**config.mk**
```make
export PLATFORM = sky130hd
export DESIGN_NAME = joystick_calibrate_and_scale_unit
export DESIGN_NICKNAME = d
export VERILOG_FILES = /design/src/sv/jcs_pkg.sv /design/src/sv/jcs_div.sv /design/src/sv/joystick_calibrate_and_scale_unit.sv
export SDC_FILE = /design/constraint.sdc
export NUM_CORES = 1
export LEC_CHECK = 0
export BUFFER_PORTS_ARGS = -buffer_cell sky130_fd_sc_hd__buf_2
export CORE_MARGIN = 10
export CORE_UTILIZATION = 60
export CTS_BUF_LIST = sky130_fd_sc_hd__clkbuf_4
export DETAILED_ROUTE_END_ITERATION = 6
export GPL_ROUTABILITY_DRIVEN = 0
export GPL_TIMING_DRIVEN = 0
export HOLD_SLACK_MARGIN = 0.02
export PLACE_DENSITY_LB_ADDON = 0.05
export SYNTH_ARGS = -nofsm -noshare
export SYNTH_HDL_FRONTEND = slang
export SYNTH_SLANG_ARGS = --single-unit
```
**constraint.sdc**
```tcl
create_clock -name clk -period 5.18 [get_ports clk]
set_clock_uncertainty 0.05 [all_clocks]
set_input_delay 0.259 -clock clk [delete_from_list [all_inputs] [get_ports clk]]
set_output_delay 0.259 -clock clk [all_outputs]
set_load 0.1 [all_outputs]
```
**src/sv/jcs_pkg.sv**
```systemverilog
// ----------------------------------------------------------------------------
// jcs_pkg: shared types and helpers for the joystick calibrate and scale unit
// Holds the sample count, divider widths, state and phase codes, and the
// per-axis setup and finish logic around the serial divider.
// ----------------------------------------------------------------------------
package jcs_pkg;

	// Samples taken in each calibration phase (1..256)
	localparam int SAMPLE_COUNT = 100;
	localparam int CNT_W = 8;
	localparam logic [CNT_W-1:0] CNT_LAST = CNT_W'(SAMPLE_COUNT - 1);

	localparam int SMP_W = 8;
	localparam int ACC_W = 16;

	// Divider widths: 16-bit dividend, 9-bit divisor (covers 256)
	localparam int DIVD_W = 16;
	localparam int DIVR_W = 9;
	localparam int STEP_W = $clog2(DIVD_W);
	localparam logic [DIVR_W-1:0] DIVR_COUNT = DIVR_W'(SAMPLE_COUNT);

	localparam logic [SMP_W-1:0] POS_MID = 8'd127;
	localparam logic [SMP_W-1:0] POS_MAX = 8'd255;
	localparam logic [SMP_W-1:0] POS_MIN = 8'd0;
	localparam logic [SMP_W-1:0] LOW_INIT = 8'd255;
	localparam logic [SMP_W-1:0] HIGH_INIT = 8'd0;

	typedef enum logic [1:0] {
		PH_REST   = 2'd0,
		PH_XSWEEP = 2'd1,
		PH_YSWEEP = 2'd2,
		PH_RUN    = 2'd3
	} cal_phase_t;

	typedef enum logic [1:0] {
		ST_IDLE,
		ST_LOAD,
		ST_DIV,
		ST_WRITE
	} ctrl_state_t;

	// Divider operands and sign/zero flags of one axis
	typedef struct packed {
		logic [DIVD_W-1:0] dividend;
		logic [DIVR_W-1:0] divisor;
		logic              quo_neg;
		logic              div_zero;
		logic              off_neg;
		logic              off_zero;
	} axis_prep_t;

	// Center the sample, pick the half range and split into magnitudes and signs
	function automatic axis_prep_t prep_axis(
		input logic [SMP_W-1:0] smp,
		input logic [SMP_W-1:0] center,
		input logic [SMP_W-1:0] low,
		input logic [SMP_W-1:0] high
	);
		axis_prep_t       p;
		logic [SMP_W:0]   off;
		logic [SMP_W:0]   off_mag;
		logic [SMP_W:0]   d;
		logic [SMP_W:0]   d_mag;
		logic [DIVD_W-1:0] shifted;
		off = {1'b0, smp} - {1'b0, center};
		off_mag = off[SMP_W] ? (~off + 1'b1) : off;
		shifted = {1'b0, off_mag[SMP_W-1:0], 7'b0};
		if (!off[SMP_W]) begin
			d = {1'b0, high} - {1'b0, center};
			p.dividend = shifted;
		end else begin
			d = {1'b0, center} - {1'b0, low};
			p.dividend = shifted - {8'b0, off_mag[SMP_W-1:0]};
		end
		d_mag = d[SMP_W] ? (~d + 1'b1) : d;
		p.divisor = d_mag;
		p.quo_neg = off[SMP_W] ^ d[SMP_W];
		p.div_zero = (d == '0);
		p.off_neg = off[SMP_W];
		p.off_zero = (off == '0);
		return p;
	endfunction

	// Apply sign, add the midpoint and clamp to the 8-bit range
	function automatic logic [SMP_W-1:0] finish_axis(
		input axis_prep_t        p,
		input logic [DIVD_W-1:0] q
	);
		logic [SMP_W-1:0] r;
		if (p.div_zero) begin
			r = p.off_neg ? POS_MIN : (p.off_zero ? POS_MID : POS_MAX);
		end else if (p.quo_neg) begin
			r = (|q[DIVD_W-1:7]) ? POS_MIN : (POS_MID - q[7:0]);
		end else begin
			r = ((|q[DIVD_W-1:8]) || (q[7] && (|q[6:0]))) ? POS_MAX : (POS_MID + q[7:0]);
		end
		return r;
	endfunction

endpackage

```
**src/sv/jcs_div.sv**
```systemverilog
// ----------------------------------------------------------------------------
// jcs_div: bit-serial restoring divider
// Unsigned divide of a 16-bit dividend by a 9-bit divisor, one quotient bit
// per cycle; done pulses in the cycle after the last step, quotient then holds.
// ----------------------------------------------------------------------------
module jcs_div
	import jcs_pkg::*;
(
	input  logic              clk,
	input  logic              arst_n,
	input  logic              start,
	input  logic [DIVD_W-1:0] dividend,
	input  logic [DIVR_W-1:0] divisor,
	output logic [DIVD_W-1:0] quotient,
	output logic              done
);

	logic              busy_q;
	logic              done_q;
	logic [STEP_W-1:0] cnt_q;
	logic [DIVR_W-1:0] rem_q;
	logic [DIVR_W-1:0] dsr_q;
	logic [DIVD_W-1:0] quo_q;

	logic [DIVR_W:0]   trial;
	logic [DIVR_W:0]   diff;
	logic              fits;

	// Shift in the next dividend bit and try the subtraction
	always_comb begin
		trial = {rem_q, quo_q[DIVD_W-1]};
		fits = (trial >= {1'b0, dsr_q});
		diff = trial - {1'b0, dsr_q};
	end

	// Step control
	always_ff @(posedge clk or negedge arst_n) begin
		if (!arst_n) begin
			busy_q <= 1'b0;
			done_q <= 1'b0;
			cnt_q <= '0;
		end else begin
			done_q <= busy_q && (cnt_q == '0);
			if (start) begin
				busy_q <= 1'b1;
				cnt_q <= STEP_W'(DIVD_W - 1);
			end else if (busy_q) begin
				if (cnt_q == '0) begin
					busy_q <= 1'b0;
				end
				cnt_q <= cnt_q - 1'b1;
			end
		end
	end

	// Remainder and quotient shift register
	always_ff @(posedge clk) begin
		if (start) begin
			rem_q <= '0;
			dsr_q <= divisor;
			quo_q <= dividend;
		end else if (busy_q) begin
			rem_q <= fits ? diff[DIVR_W-1:0] : trial[DIVR_W-1:0];
			quo_q <= {quo_q[DIVD_W-2:0], fits};
		end
	end

	assign quotient = quo_q;
	assign done = done_q;

endmodule

```
**src/sv/joystick_calibrate_and_scale_unit.sv**
```systemverilog
// ----------------------------------------------------------------------------
// joystick_calibrate_and_scale_unit: joystick center/range calibration
// Averages rest samples for the centers, sweeps x then y for the ranges, then
// maps each sample piecewise linearly around 127 with two serial dividers.
// ----------------------------------------------------------------------------
//  channel    direction  handshake                      payload
//  sample     in         sample_valid / sample_stall    x_sample, y_sample, restart
//  position   out        position_valid / position_stall x_position, y_position,
//                                                       calibrating, phase
//
//  Calibration items pass only the idle and write states, except the last rest
//  item, which runs the center divide; it and running items also pass load and
//  divide on the 16-step bit-serial dividers (one per axis, working in parallel).
//  A finished result waits in the output register while the next item is taken.
//  Reset clears all calibration state at once; no clearing pass is needed.
//  sample_stall is high while an item is in work or its result has no slot.
// ----------------------------------------------------------------------------
module joystick_calibrate_and_scale_unit
	import jcs_pkg::*;
(
	input  logic             clk,
	input  logic             arst_n,
	input  logic             sample_valid,
	output logic             sample_stall,
	input  logic [SMP_W-1:0] x_sample,
	input  logic [SMP_W-1:0] y_sample,
	input  logic             restart,
	output logic             position_valid,
	input  logic             position_stall,
	output logic [SMP_W-1:0] x_position,
	output logic [SMP_W-1:0] y_position,
	output logic             calibrating,
	output logic [1:0]       phase
);

	ctrl_state_t      state_q, state_d;
	cal_phase_t       phase_q;
	logic [CNT_W-1:0] cnt_q;
	logic [ACC_W-1:0] x_acc_q, y_acc_q;
	logic [SMP_W-1:0] x_center_q, y_center_q;
	logic [SMP_W-1:0] x_low_q, x_high_q, y_low_q, y_high_q;

	// Item in work
	logic [SMP_W-1:0] x_smp_q, y_smp_q;
	cal_phase_t       item_phase_q;
	logic             center_job_q;
	axis_prep_t       x_prep_q, y_prep_q;

	// Output register
	logic             out_valid_q;
	logic [SMP_W-1:0] x_pos_q, y_pos_q;
	logic             out_cal_q;
	cal_phase_t       out_phase_q;

	// Effective calibration state after an optional restart
	cal_phase_t       eff_phase;
	logic [CNT_W-1:0] eff_cnt;
	logic [ACC_W-1:0] eff_x_acc, eff_y_acc;
	logic [SMP_W-1:0] eff_x_low, eff_x_high, eff_y_low, eff_y_high;
	logic             last_smp;

	logic             take_in;
	logic             slot_free;
	logic             load_out;
	logic             div_start;
	logic [DIVD_W-1:0] x_dividend, y_dividend;
	logic [DIVR_W-1:0] x_divisor, y_divisor;
	logic [DIVD_W-1:0] x_quo, y_quo;
	logic             x_done, y_done;
	axis_prep_t       x_prep, y_prep;

	assign slot_free = !out_valid_q || !position_stall;
	assign take_in = sample_valid && !sample_stall;

	// Restart clears everything before the item is counted
	always_comb begin
		if (restart) begin
			eff_phase = PH_REST;
			eff_cnt = '0;
			eff_x_acc = '0;
			eff_y_acc = '0;
			eff_x_low = LOW_INIT;
			eff_x_high = HIGH_INIT;
			eff_y_low = LOW_INIT;
			eff_y_high = HIGH_INIT;
		end else begin
			eff_phase = phase_q;
			eff_cnt = cnt_q;
			eff_x_acc = x_acc_q;
			eff_y_acc = y_acc_q;
			eff_x_low = x_low_q;
			eff_x_high = x_high_q;
			eff_y_low = y_low_q;
			eff_y_high = y_high_q;
		end
		last_smp = (eff_cnt >= CNT_LAST);
	end

	// Next state and handshake
	always_comb begin
		state_d = state_q;
		sample_stall = 1'b1;
		div_start = 1'b0;
		load_out = 1'b0;
		unique case (state_q)
			ST_IDLE: begin
				sample_stall = 1'b0;
				if (sample_valid) begin
					if ((eff_phase == PH_RUN) || (eff_phase == PH_REST && last_smp)) begin
						state_d = ST_LOAD;
					end else begin
						state_d = ST_WRITE;
					end
				end
			end
			ST_LOAD: begin
				div_start = 1'b1;
				state_d = ST_DIV;
			end
			ST_DIV: begin
				if (x_done) begin
					state_d = ST_WRITE;
				end
			end
			ST_WRITE: begin
				if (slot_free) begin
					load_out = 1'b1;
					state_d = ST_IDLE;
				end
			end
			default: begin
				state_d = ST_IDLE;
			end
		endcase
	end

	always_ff @(posedge clk or negedge arst_n) begin
		if (!arst_n) begin
			state_q <= ST_IDLE;
		end else begin
			state_q <= state_d;
		end
	end

	// Set up divider operands for a center divide or a scaling divide
	always_comb begin
		x_prep = prep_axis(x_smp_q, x_center_q, x_low_q, x_high_q);
		y_prep = prep_axis(y_smp_q, y_center_q, y_low_q, y_high_q);
		if (center_job_q) begin
			x_dividend = x_acc_q;
			y_dividend = y_acc_q;
			x_divisor = DIVR_COUNT;
			y_divisor = DIVR_COUNT;
		end else begin
			x_dividend = x_prep.dividend;
			y_dividend = y_prep.dividend;
			x_divisor = x_prep.divisor;
			y_divisor = y_prep.divisor;
		end
	end

	jcs_div u_div_x (
		.clk      (clk),
		.arst_n   (arst_n),
		.start    (div_start),
		.dividend (x_dividend),
		.divisor  (x_divisor),
		.quotient (x_quo),
		.done     (x_done)
	);

	jcs_div u_div_y (
		.clk      (clk),
		.arst_n   (arst_n),
		.start    (div_start),
		.dividend (y_dividend),
		.divisor  (y_divisor),
		.quotient (y_quo),
		.done     (y_done)
	);

	// Calibration state: count, accumulate, sweep, latch centers
	always_ff @(posedge clk or negedge arst_n) begin
		if (!arst_n) begin
			phase_q <= PH_REST;
			cnt_q <= '0;
			x_acc_q <= '0;
			y_acc_q <= '0;
			x_center_q <= '0;
			y_center_q <= '0;
			x_low_q <= LOW_INIT;
			x_high_q <= HIGH_INIT;
			y_low_q <= LOW_INIT;
			y_high_q <= HIGH_INIT;
			center_job_q <= 1'b0;
		end else begin
			if (take_in) begin
				phase_q <= eff_phase;
				cnt_q <= eff_cnt;
				x_acc_q <= eff_x_acc;
				y_acc_q <= eff_y_acc;
				x_low_q <= eff_x_low;
				x_high_q <= eff_x_high;
				y_low_q <= eff_y_low;
				y_high_q <= eff_y_high;
				center_job_q <= 1'b0;
				if (restart) begin
					x_center_q <= '0;
					y_center_q <= '0;
				end
				if (eff_phase != PH_RUN) begin
					cnt_q <= last_smp ? '0 : (eff_cnt + 1'b1);
				end
				case (eff_phase)
					PH_REST: begin
						x_acc_q <= eff_x_acc + ACC_W'(x_sample);
						y_acc_q <= eff_y_acc + ACC_W'(y_sample);
						if (last_smp) begin
							center_job_q <= 1'b1;
							phase_q <= PH_XSWEEP;
						end
					end
					PH_XSWEEP: begin
						if (x_sample > eff_x_high) begin
							x_high_q <= x_sample;
						end
						if (x_sample < eff_x_low) begin
							x_low_q <= x_sample;
						end
						if (last_smp) begin
							phase_q <= PH_YSWEEP;
						end
					end
					PH_YSWEEP: begin
						if (y_sample > eff_y_high) begin
							y_high_q <= y_sample;
						end
						if (y_sample < eff_y_low) begin
							y_low_q <= y_sample;
						end
						if (last_smp) begin
							phase_q <= PH_RUN;
						end
					end
					default: begin
					end
				endcase
			end
			if (state_q == ST_DIV && x_done && center_job_q) begin
				x_center_q <= x_quo[SMP_W-1:0];
				y_center_q <= y_quo[SMP_W-1:0];
			end
		end
	end

	// Hold the item's samples and tag; keep the axis flags for the finish step
	always_ff @(posedge clk) begin
		if (take_in) begin
			x_smp_q <= x_sample;
			y_smp_q <= y_sample;
			item_phase_q <= eff_phase;
		end
		if (div_start) begin
			x_prep_q <= x_prep;
			y_prep_q <= y_prep;
		end
	end

	// Output register
	always_ff @(posedge clk or negedge arst_n) begin
		if (!arst_n) begin
			out_valid_q <= 1'b0;
		end else if (load_out) begin
			out_valid_q <= 1'b1;
		end else if (!position_stall) begin
			out_valid_q <= 1'b0;
		end
	end

	always_ff @(posedge clk) begin
		if (load_out) begin
			out_phase_q <= item_phase_q;
			if (item_phase_q == PH_RUN) begin
				x_pos_q <= finish_axis(x_prep_q, x_quo);
				y_pos_q <= finish_axis(y_prep_q, y_quo);
				out_cal_q <= 1'b0;
			end else begin
				x_pos_q <= POS_MID;
				y_pos_q <= POS_MID;
				out_cal_q <= 1'b1;
			end
		end
	end

	assign position_valid = out_valid_q;
	assign x_position = x_pos_q;
	assign y_position = y_pos_q;
	assign calibrating = out_cal_q;
	assign phase = out_phase_q;

	// Both dividers start together and must finish together
	assert property (@(posedge clk) disable iff (!arst_n)
		x_done == y_done)
		else $error("axis dividers out of step");

	// An accepted item always leaves the idle state
	assert property (@(posedge clk) disable iff (!arst_n)
		take_in |=> state_q != ST_IDLE)
		else $error("accepted item not started");

	// A result loaded into the output register is presented next cycle
	assert property (@(posedge clk) disable iff (!arst_n)
		load_out |=> out_valid_q)
		else $error("result lost at output register");

	// Only running items leave calibration
	assert property (@(posedge clk) disable iff (!arst_n)
		(out_valid_q && !out_cal_q) |-> (out_phase_q == PH_RUN))
		else $error("scaled result outside running phase");

endmodule
```
== After elaboration in Yosys (flattened, before gate mapping) ==
Index checks and enable logic that the tools add are counted.
Cells by class
  add/subtract/negate cells: 23
  multipliers: 0
  divide/modulo/power cells: 0
  reductions and logical operators: 35
  bitwise gates (word level): 8
  eq/ne operators: 12
  order comparisons: 7
  shift operators: 0
  mux-type cells: 80
Operators by type and width (count)
  $mux 8: 35
  $mux 16: 12
  $sub 8x8->9: 6
  $logic_not 9->1: 4
  $mux 9: 4
  $add 16x8->16: 2
  $sub 15x8->16: 2
  $add 8x1->8 const B: 3
  $ge 10x9->1: 2
  $add 9x1->9 const B: 2
  $not 9->9: 2
  $reduce_or 9->1: 2
  $sub 9x9->9: 2
  $add 7x8->8 const A: 2
  $gt 8x8->1: 2
  $lt 8x8->1: 2
  $mux 2: 8
  $mux 4: 4
  $not 8->8: 2
  $reduce_or 8->1: 2
  $sub 7x8->8 const A: 2
  $mux 1: 15
  $reduce_or 7->1: 2
  $eq 2x2->1 const B: 5
  other kinds (18): 41
Word-level totals
  bits in latches: 0
  input bits: 21
  memories kept: 0
  ROM bits: 0
  RAM bits: 0
  logic and storage cells: 206
  bits in registers: 218
  output and inout bits: 21

== Logic depth before layout (Yosys ltp) ==
Gate-level depths: netlist of the first run.
  word-level depth: 8
  mapped depth: 20
  mapped depth without buffers: 18

== By module ==
A second synthesis of the first run with hierarchy kept.
Second synthesis, totals
  cells, all modules: 1683
  area total of the unflattened synthesis: 15884.0 um^2
By module, submodules not included
  joystick_calibrate_and_scale_unit: seq. area each 3723.6 um^2, area each 11722.5 um^2, instances 1, cells each 1331
  jcs_div: seq. area each 1081.0 um^2, area each 2080.7 um^2, instances 2, cells each 176

== Least setup slack after synthesis of the first run ==
No wires, ideal clock.
  path kind: register to register
  start: reg y_center_q[1]
  end: reg u_div_y.quo_q[13] (netlist: u_div_y.quotient[13]) (data pin)
  required time: 4859 ps
  cell stages (with the launch flop): 16
  path buffers: 0
  period minus slack after synthesis: 3944 ps
  setup time: 271 ps
  arrival: 3624 ps
  slack: 1236 ps
  cell sequence: dfrtp_1 > inv_1 > fa_1 > a21o_1 > a21oi_1 > xnor2_1 > a211oi_1 > a31oi_1 > xnor2_1 > ha_1 > nor4_2 > o21ai_0 > a311o_1 > xor2_1 > mux2i_1 > a21oi_1
Between the ends
  word-level cells in the longest chain between the ends: 8
RTL lines
  from (decl): line joystick_calibrate_and_scale_unit.sv:40  | logic [SMP_W-1:0] x_center_q, y_center_q;
  from (signal assigned): line joystick_calibrate_and_scale_unit.sv:251  | y_center_q <= y_quo[SMP_W-1:0];
  $sub 8x8->9 (*): line jcs_pkg.sv:65  | off = {1'b0, smp} - {1'b0, center};
  $not 8->8: line jcs_pkg.sv:66  | off_mag = off[SMP_W] ? (~off + 1'b1) : off;
  $add 8x1->8: line jcs_pkg.sv:66
  $mux 8: line jcs_pkg.sv:66
  $sub 15x8->16: line jcs_pkg.sv:73  | p.dividend = shifted - {8'b0, off_mag[SMP_W-1:0]};
  $mux 16 (*): line jcs_pkg.sv:68  | if (!off[SMP_W]) begin
  $mux 16 (*): line joystick_calibrate_and_scale_unit.sv:149  | if (center_job_q) begin
  $mux 16 (*): line jcs_div.sv:58  | if (start) begin
  to (signal assigned): line jcs_div.sv:61  | quo_q <= dividend;
  to (signal assigned): line jcs_div.sv:64  | quo_q <= {quo_q[DIVD_W-2:0], fits};
  to (decl): line jcs_div.sv:23  | logic [DIVD_W-1:0] quo_q;
Mark *: on every way between the ends. The rest lies on a longest branch, timed or not.
A chain may end at the register's enable or synchronous reset.

==> summary.md, run 1 <==
| Metric | Value |
|---|---|
| Leakage power | `7.33 nW` |
| I/O pins | `42` |
| Critical path fanouts, max | `10` |
| Setup WS pre-CTS | `0.576 ns` |
| Cell taking the most area after synthesis | `edfxtp_1` |
| Die ar. | `32,200 um^2` |
| Clk_lat worst skew | `0.70 ns` |
| Final std cells w/o fill | `2,147` |
| Total nets after synthesis | `1,810` |
| Worst Slack Setup Final | `0.515 ns` |
| Mean Syn Cell Area | `9.28 um^2` |
| Initial Utilization | `60.8%` |
| Number of synthesized flops with an enable pin | `95` |
| Max incr delay on CP | `0.50 ns` |
| CP Class | `flop to flop` |
| Worst Setup Start Kind | `flop` |
| CTS Buf Count | `58` |
| Placed cells | `2,018` |
| Final core occ | `67.3%` |
| DR vias/cell | `5.99` |
| Root buffer cell | `clkbuf_4` |
| Area Growth Syn to Fin | `10.8%` |
| Most common cell in the netlist | `nor2_1` |
| Vias in the first global route | `12.2k` |
| Synth Register Bits | `218` |
| RSZ-0062 raised after global routing | `false` |
| Grt total ovfl | `0` |
| Die Y | `179 um` |
| Share of the synthesized area in the top cell type | `18.7%` |
| Via count | `12.9k` |
| Core area | `25,100 um^2` |
| Synth unique cells | `92` |
| DRC | `0` |
| Max Slew Vio Count | `0` |
| Worst hold margin | `0.127 ns` |
| Reg2Reg Depth | `18` |
| Main synth FF type | `edfxtp_1` |
| TritonCTS clock tree | `yes` |
| Tot Pwr | `8.30 mW` |
| Number of H-tree levels | `2` |
| Area contributors post-synth | `edfxtp_1, dfrtp_1, ha_1` |
| Worst EP arrival | `5.02 ns` |
| Highest Clock Rate | `214 MHz` |
| Antenna-violating nets left | `0` |
| Cell mode on critical path | `a21oi_1` |
| Worst Setup End Kind | `flop` |
| Async S/R FF share, synth | `48.2%` |
| FF/Latch Area | `5860 um^2` |
| Detailed placer's ending HPWL | `30,200 um` |
| R2R Path End | `u_div_y.quotient[10]` |
| Worst-path clk slew | `0.07 ns` |
| Fin crit period | `4.66 ns` |
| Final setup TNS | `0 ns` |
| 1st-pass router iterations | `6` |
| Worst r2r src | `y_center_q[1]` |
| DR WL/cell | `18.6 um` |
| Tcrit/Tclk final | `90.1%` |
| Largest net degree at the start of global routing | `55` |
| Final WL | `39,900 um` |
| Fill cell count | `2,094` |
| Outcome | `finished clean` |
| CP max-delay cell | `fa_1` |
| Crit-path cells | `inv_1, fa_1, a21o_1, nand4_1, a21oi_1, or2_1, buf_2, inv_1, buf_2, buf_1, nor2_1, a21oi_1, ha_1, o211ai_1, o31ai_1, xor2_1, mux2i_1, a21oi_1` |
| Initial antenna violation count | `2` |
| Worst path required time | `5.53 ns` |
| Hold Fails Final Rpt | `0` |
| Tot GR Track Use | `23.8%` |
| Chip width | `179 um` |
| Design area | `16,900 um^2` |
| Multi-input logic area | `8700 um^2` |
| Max_slew headroom | `12.8%` |
| Pwr dens | `491 nW/um^2` |
| CTS max path bufs | `3` |
| First-pass GRT wire length | `63,900 um` |
| Nets@finish | `1,933` |
| Worst Setup EP | `u_div_y.quotient[10]` |
| Hold Path Class | `primary input to asynchronous set/reset pin` |
| DP Area | `15,900 um^2` |
| Fraction of layout cells with a size suffix above 1 | `11.2%` |
| Post-CTS Resized | `0` |
| Initial DRC Count | `1,337` |
| Ys Warns | `0` |
| Number of setup buffers added after CTS | `0` |
| Cell count after synthesis | `1,645` |
| Max-cap check violation count | `0` |
| Clk sink count | `218` |
| Least-Margin Pin Slew | `1.30 ns` |
| IO buf count | `41` |
| Commonest cells in the netlist | `nor2_1, nand2_1, ha_1` |
| Critical path launch point | `y_center_q[1]` |
| Reg2Reg Setup Slack | `0.52 ns` |
| Count of final setup violators | `0` |
| Sequential share of the synthesized area | `38.4%` |
| Post-Syn Area | `15,300 um^2` |
| Rows | `58` |
| Max IR drop VDD | `0.605 mV` |
==> power by group <==
| group | leakage, nW | internal [mW] | switching [mW] | total [mW] |
|---|---|---|---|---|
| logic | 4.47 | 1.45 | 2.31 | 3.76 |
| clock network | 0.464 | 0.836 | 0.730 | 1.57 |
| registers | 2.40 | 2.48 | 0.497 | 2.97 |
| total | 7.33 | 4.77 | 3.53 | 8.30 |
==> cell usage in the layout, fill, tap and decap left out, drive strengths merged, types with 9 or more instances in the layout <==
cell,count
dlygate4sd3,20
clkinv,15
nor2,148
nand2,142
ha,134
dfrtp,89
edfxtp,95
nand3,24
o22a,9
mux2,10
dfstp,16
a21oi,110
a211oi,30
o31ai,9
buf,54
mux2i,29
nor3,27
a31oi,12
inv,120
dfxtp,18
nand2b,37
xor2,57
o21ai,108
a21o,26
nand4,17
and3,11
o21bai,10
nor4,13
nor2b,40
o211ai,11
a22o,35
fa,10
a21boi,14
o21a,12
xnor2,61
clkbuf,144
==> area by class of cell <==
| cell class | count | share of cell area, % |
|---|---|---|
| Sequential cell | 218 | 34.7 |
| Timing Repair Buffer | 63 | 2.66 |
| Buffer | 58 | 1.43 |
| Clock buffer | 97 | 4.31 |
| Tap cell | 330 | 2.44 |
| Antenna cell | 1 | 0.0148 |
| Inverter | 124 | 2.76 |
| Multi-Input combinational cell | 1245 | 51.5 |
| Clock inverter | 11 | 0.244 |
==> routing by layer <==
metal	wire, um	part of all wire (%)	up-vias	global-route usage [%]
met3	3250	8.1	67	4.12
met5	0	0	-	0
met2	17500	44	479	37.3
met1	18500	46	6120	33.6
li1	-	-	6189	-
met4	691	1.7	0	5.76
==> sequential cells by signal, indices dropped and copies added, names as in the netlist, 8 cells and up <==
register / cells
u_div_x.quotient: 16
x_high_q: 8
y_position: 8
x_low_q: 8
y_acc_q: 16
u_div_y.rem_q: 9
u_div_x.rem_q: 9
y_smp_q: 8
y_low_q: 8
cnt_q: 8
u_div_y.dsr_q: 9
u_div_x.dsr_q: 9
x_acc_q: 16
x_smp_q: 8
u_div_y.quotient: 16
x_center_q: 8
y_high_q: 8
x_position: 8
y_center_q: 8
==> cells by family (layout without fill, tap and decap cells) <==
group                    Yosys count  after routing  share of synthesized area [%]
AND/OR/NAND/NOR                  502            502                           15.8
AO/OA/AOI/OAI                    442            442                           19.3
flip-flops                       218            218                           38.4
buffers and inverters            182            353                           4.63
adder cells (fa/ha/maj)          144            144                           12.3
XOR/XNOR                         118            118                           6.87
multiplexers                      39             39                           2.66
other                              0              1                              0
==> critical path: cells and delay by family, from the launching register on <==
kind                       cells  cell delay, ns
and+or+nand+nor                3            0.42
DFF                            1            0.45
xor gates and xnor gates       1            0.11
muxes                          1            0.17
AOI/OAI and AO/OA              6            1.16
adders and majority gates      2            0.79
buffers and inverters          5            1.22
==> how the worst min path moves through the flow <==
stage | startpoint | end | depth (start not counted)
after floorplan | arst_n | center_job_q | 0
after global placement | cnt_q[0] | cnt_q[0] | 2
after detailed placement | arst_n | u_div_y.cnt_q[2] | 1
after CTS | arst_n | u_div_x.cnt_q[1] | 2
after global routing | arst_n | u_div_x.cnt_q[2] | 2
final | arst_n | u_div_x.cnt_q[2] | 2
==> repair_timing <==
action | 4_1_cts | 5_1_grt
hold endpoints to repair | 121 | 0
setup endpoints to repair | 0 | 0
hold buffers | 20 | 0
Power figures use the tool's default switching activity.
==> run 2, diff against run 1 <==
--- a/config.mk
+++ b/config.mk
@@ -7,8 +7,8 @@
 export LEC_CHECK = 0
 export BUFFER_PORTS_ARGS = -buffer_cell sky130_fd_sc_hd__buf_2
 export CORE_MARGIN = 10
-export CORE_UTILIZATION = 60
-export CTS_BUF_LIST = sky130_fd_sc_hd__clkbuf_4
+export CORE_UTILIZATION = 35
+export CTS_BUF_LIST = sky130_fd_sc_hd__clkbuf_8
 export DETAILED_ROUTE_END_ITERATION = 6
 export GPL_ROUTABILITY_DRIVEN = 0
 export GPL_TIMING_DRIVEN = 0
==> summary.md, run 2 (synthesis results as in run 1) <==
| Metric | Value |
|---|---|
| Outcome | `finished clean` |
| First-pass GRT wire length | `69,900 um (+9.5%)` |
| Tcrit/Tclk final | `92.0% (+1.9 points)` |
| Die ar. | `52,400 um^2 (+63%)` |
| Chip width | `229 um (+27%)` |
| Most common cell after layout, fill and taps aside | `nor2_1` |
| Initial DRC Count | `764 (-43%)` |
| IO buf count | `41 (unchanged)` |
| Tot Pwr | `8.72 mW (+5.1%)` |
| Initial antenna violation count | `0 (-2)` |
| Worst path required time | `5.43 ns (-0.10 ns)` |
| Detailed placer's ending HPWL | `34,900 um (+15%)` |
| Max IR drop VDD | `0.300 mV (-50%)` |
| Switching power | `3.65 mW (+3.2%)` |
| Worst-path clk slew | `0.06 ns (about the same)` |
| Clk pwr share | `22.1% (+3.2 points)` |
| Highest Clock Rate | `210 MHz (-2.1%)` |
| Nets@finish | `1,919 (-0.72%)` |
| Leakage power | `7.43 nW (+1.2%)` |
| Clk_lat worst skew | `0.60 ns (-0.10 ns)` |
| Hold Fails Final Rpt | `0 (unchanged)` |
| Count of final setup violators | `0 (unchanged)` |
| Die Y | `229 um (+27%)` |
| Vias in the first global route | `11.9k (-2.4%)` |
| DR WL/cell | `19.1 um (+2.6%)` |
| DR vias/cell | `5.15 (-14%)` |
| Hold Path Class | `primary input to asynchronous set/reset pin` |
| Number of H-tree levels | `2 (unchanged)` |
| Final setup TNS | `0 ns (unchanged)` |
| Tot GR Track Use | `16.9% (-7.0 points)` |
| DRC | `0 (unchanged)` |
| Crit-path cells | `ha_1, inv_1, fa_1, xnor2_2, nand3_1, a211oi_1, a31oi_1, xnor2_1, ha_1, nor4_2, o21ai_0, a311o_1, xor2_1, mux2i_1, a21oi_1` |
| RSZ-0062 raised after global routing | `false` |
| Max_slew headroom | `37.0% (+24 points)` |
| Antenna-violating nets left | `0 (unchanged)` |
| Most frequent cells in the layout | `nor2_1, nand2_1, inv_1, ha_1, a21oi_1` |
| Largest net degree at the start of global routing | `62 (+13%)` |
| Max-cap check violation count | `0 (unchanged)` |
| Pwr dens | `500 nW/um^2 (+1.9%)` |
| CTS max path bufs | `3 (unchanged)` |
| Comb power frac | `43.6% (-1.7 points)` |
| CP Class | `flop to flop` |
| Area Growth Syn to Fin | `14.2%` |
| Net Sw Frac | `41.8% (-0.76 points)` |
| Top layer in use | `met4` |
| Worst Slack Setup Final | `0.415 ns (-0.101 ns)` |
| Via count | `12.2k (-4.8%)` |
| WL met1 | `23,100 um (+25%)` |
| Grt total ovfl | `0 (unchanged)` |
| Final WL | `45,300 um (+13%)` |
| Core area | `43,100 um^2 (+72%)` |
| Fin crit period | `4.77 ns (+0.101 ns)` |
| Fraction of layout cells with a size suffix above 1 | `9.78% (-1.4 points)` |
| Critical path fanouts, max | `8 (-2)` |
| Internal | `5.07 mW (+6.4%)` |
| CTS Buf Count | `45 (-22%)` |
| Worst EP arrival | `5.01 ns (about the same)` |
| Setup WS pre-CTS | `0.310 ns (-0.265 ns)` |
| 1st-pass router iterations | `5 (-1)` |
| I/O pins | `42 (unchanged)` |
| Seq pwr share | `34.2% (-1.6 points)` |
| TritonCTS clock tree | `yes` |
| Root buffer cell | `clkbuf_8` |
| Initial Utilization | `35.4% (-25 points)` |
| Clk sink count | `218 (unchanged)` |
| Max incr delay on CP | `0.47 ns (-0.03 ns)` |
| Met3 WL | `2120 um (-35%)` |
| Worst hold margin | `0.132 ns (+0.00498 ns)` |
| Max Slew Vio Count | `0 (unchanged)` |
| Worst Setup Start Kind | `flop` |
| Fill cell count | `4,332 (+110%)` |
| Worst Setup End Kind | `flop` |
| CP max-delay cell | `dfrtp_1` |
| Cell mode on critical path | `ha_1` |
| Least-Margin Pin Slew | `0.938 ns (-0.360 ns)` |
| Inserted Diodes | `0 (-1)` |
| Rows | `76 (+31%)` |
| DR WL met2 | `19,500 um (+11%)` |
run 2: final cells by class:
type,instances,area [um^2],area share (%)
buffer,58,241,1.39
sequential,218,5860,33.6
clock inverter,23,149,0.854
tap,585,732,4.20
timing repair buffer,62,452,2.59
inverter,124,467,2.68
multi-input combinational,1245,8700,49.9
clock buffer,60,826,4.74
run 2: metal layers:
layer / vias up / track usage, %
met5: - / 0
met3: 51 / 2.90
met2: 238 / 25.5
met4: 0 / 3.29
li1: 6150 / -
met1: 5803 / 24.6
run 2: repair_timing:
item	4_1_cts	5_1_grt
setup buffers	0	0
hold endpoints to repair	146	0
endpoints found under the setup margin	0	0
hold buffers	18	0
resized for setup	0	0
run 2: worst paths after layout:
path	from	endpoint	slack [ns]	depth (start not counted)
min in group clk	sample_valid	state_q[1]	0.16	3
hold / removal	arst_n	u_div_y.cnt_q[3]	0.13	2
setup / recovery	y_center_q[0]	u_div_y.quotient[13]	0.41	15
hold reg to reg	item_phase_q[0]	phase[0]	0.42	0
setup reg to reg	y_center_q[0]	u_div_y.quotient[13]	0.41	15
max in group asynchronous	arst_n	x_low_q[7]	4.20	3
run 2: critical path, delay by kind of cell, from the launching register on:
family	cells	cell delay, ns
AOI/OAI and AO/OA	5	1.22
xor gates and xnor gates	3	0.87
adders and majority gates	3	0.95
buffers and inverters	1	0.06
DFF	1	0.47
muxes	1	0.17
and+or+nand+nor	2	0.70
run 2: power by group through the flow:
stage	clock network, mW	logic [mW]	registers [mW]
floorplan	0	2.68	3.01
global placement	0	3.75	3.00
detailed placement	0	3.81	3.00
CTS	2.00	3.83	2.97
global route	2.07	4.27	3.04
finish	1.93	3.81	2.99
run 2: through the flow:
step | util, % | instances | area, um^2
global route | 40.5 | 2375 | 17400
CTS | 40.5 | 2375 | 17400
floorplan | - | 1645 | 15300
global placement | 37.6 | 2271 | 16200
detailed placement | 37.8 | 2274 | 16300
finish | 40.5 | 2375 | 17400
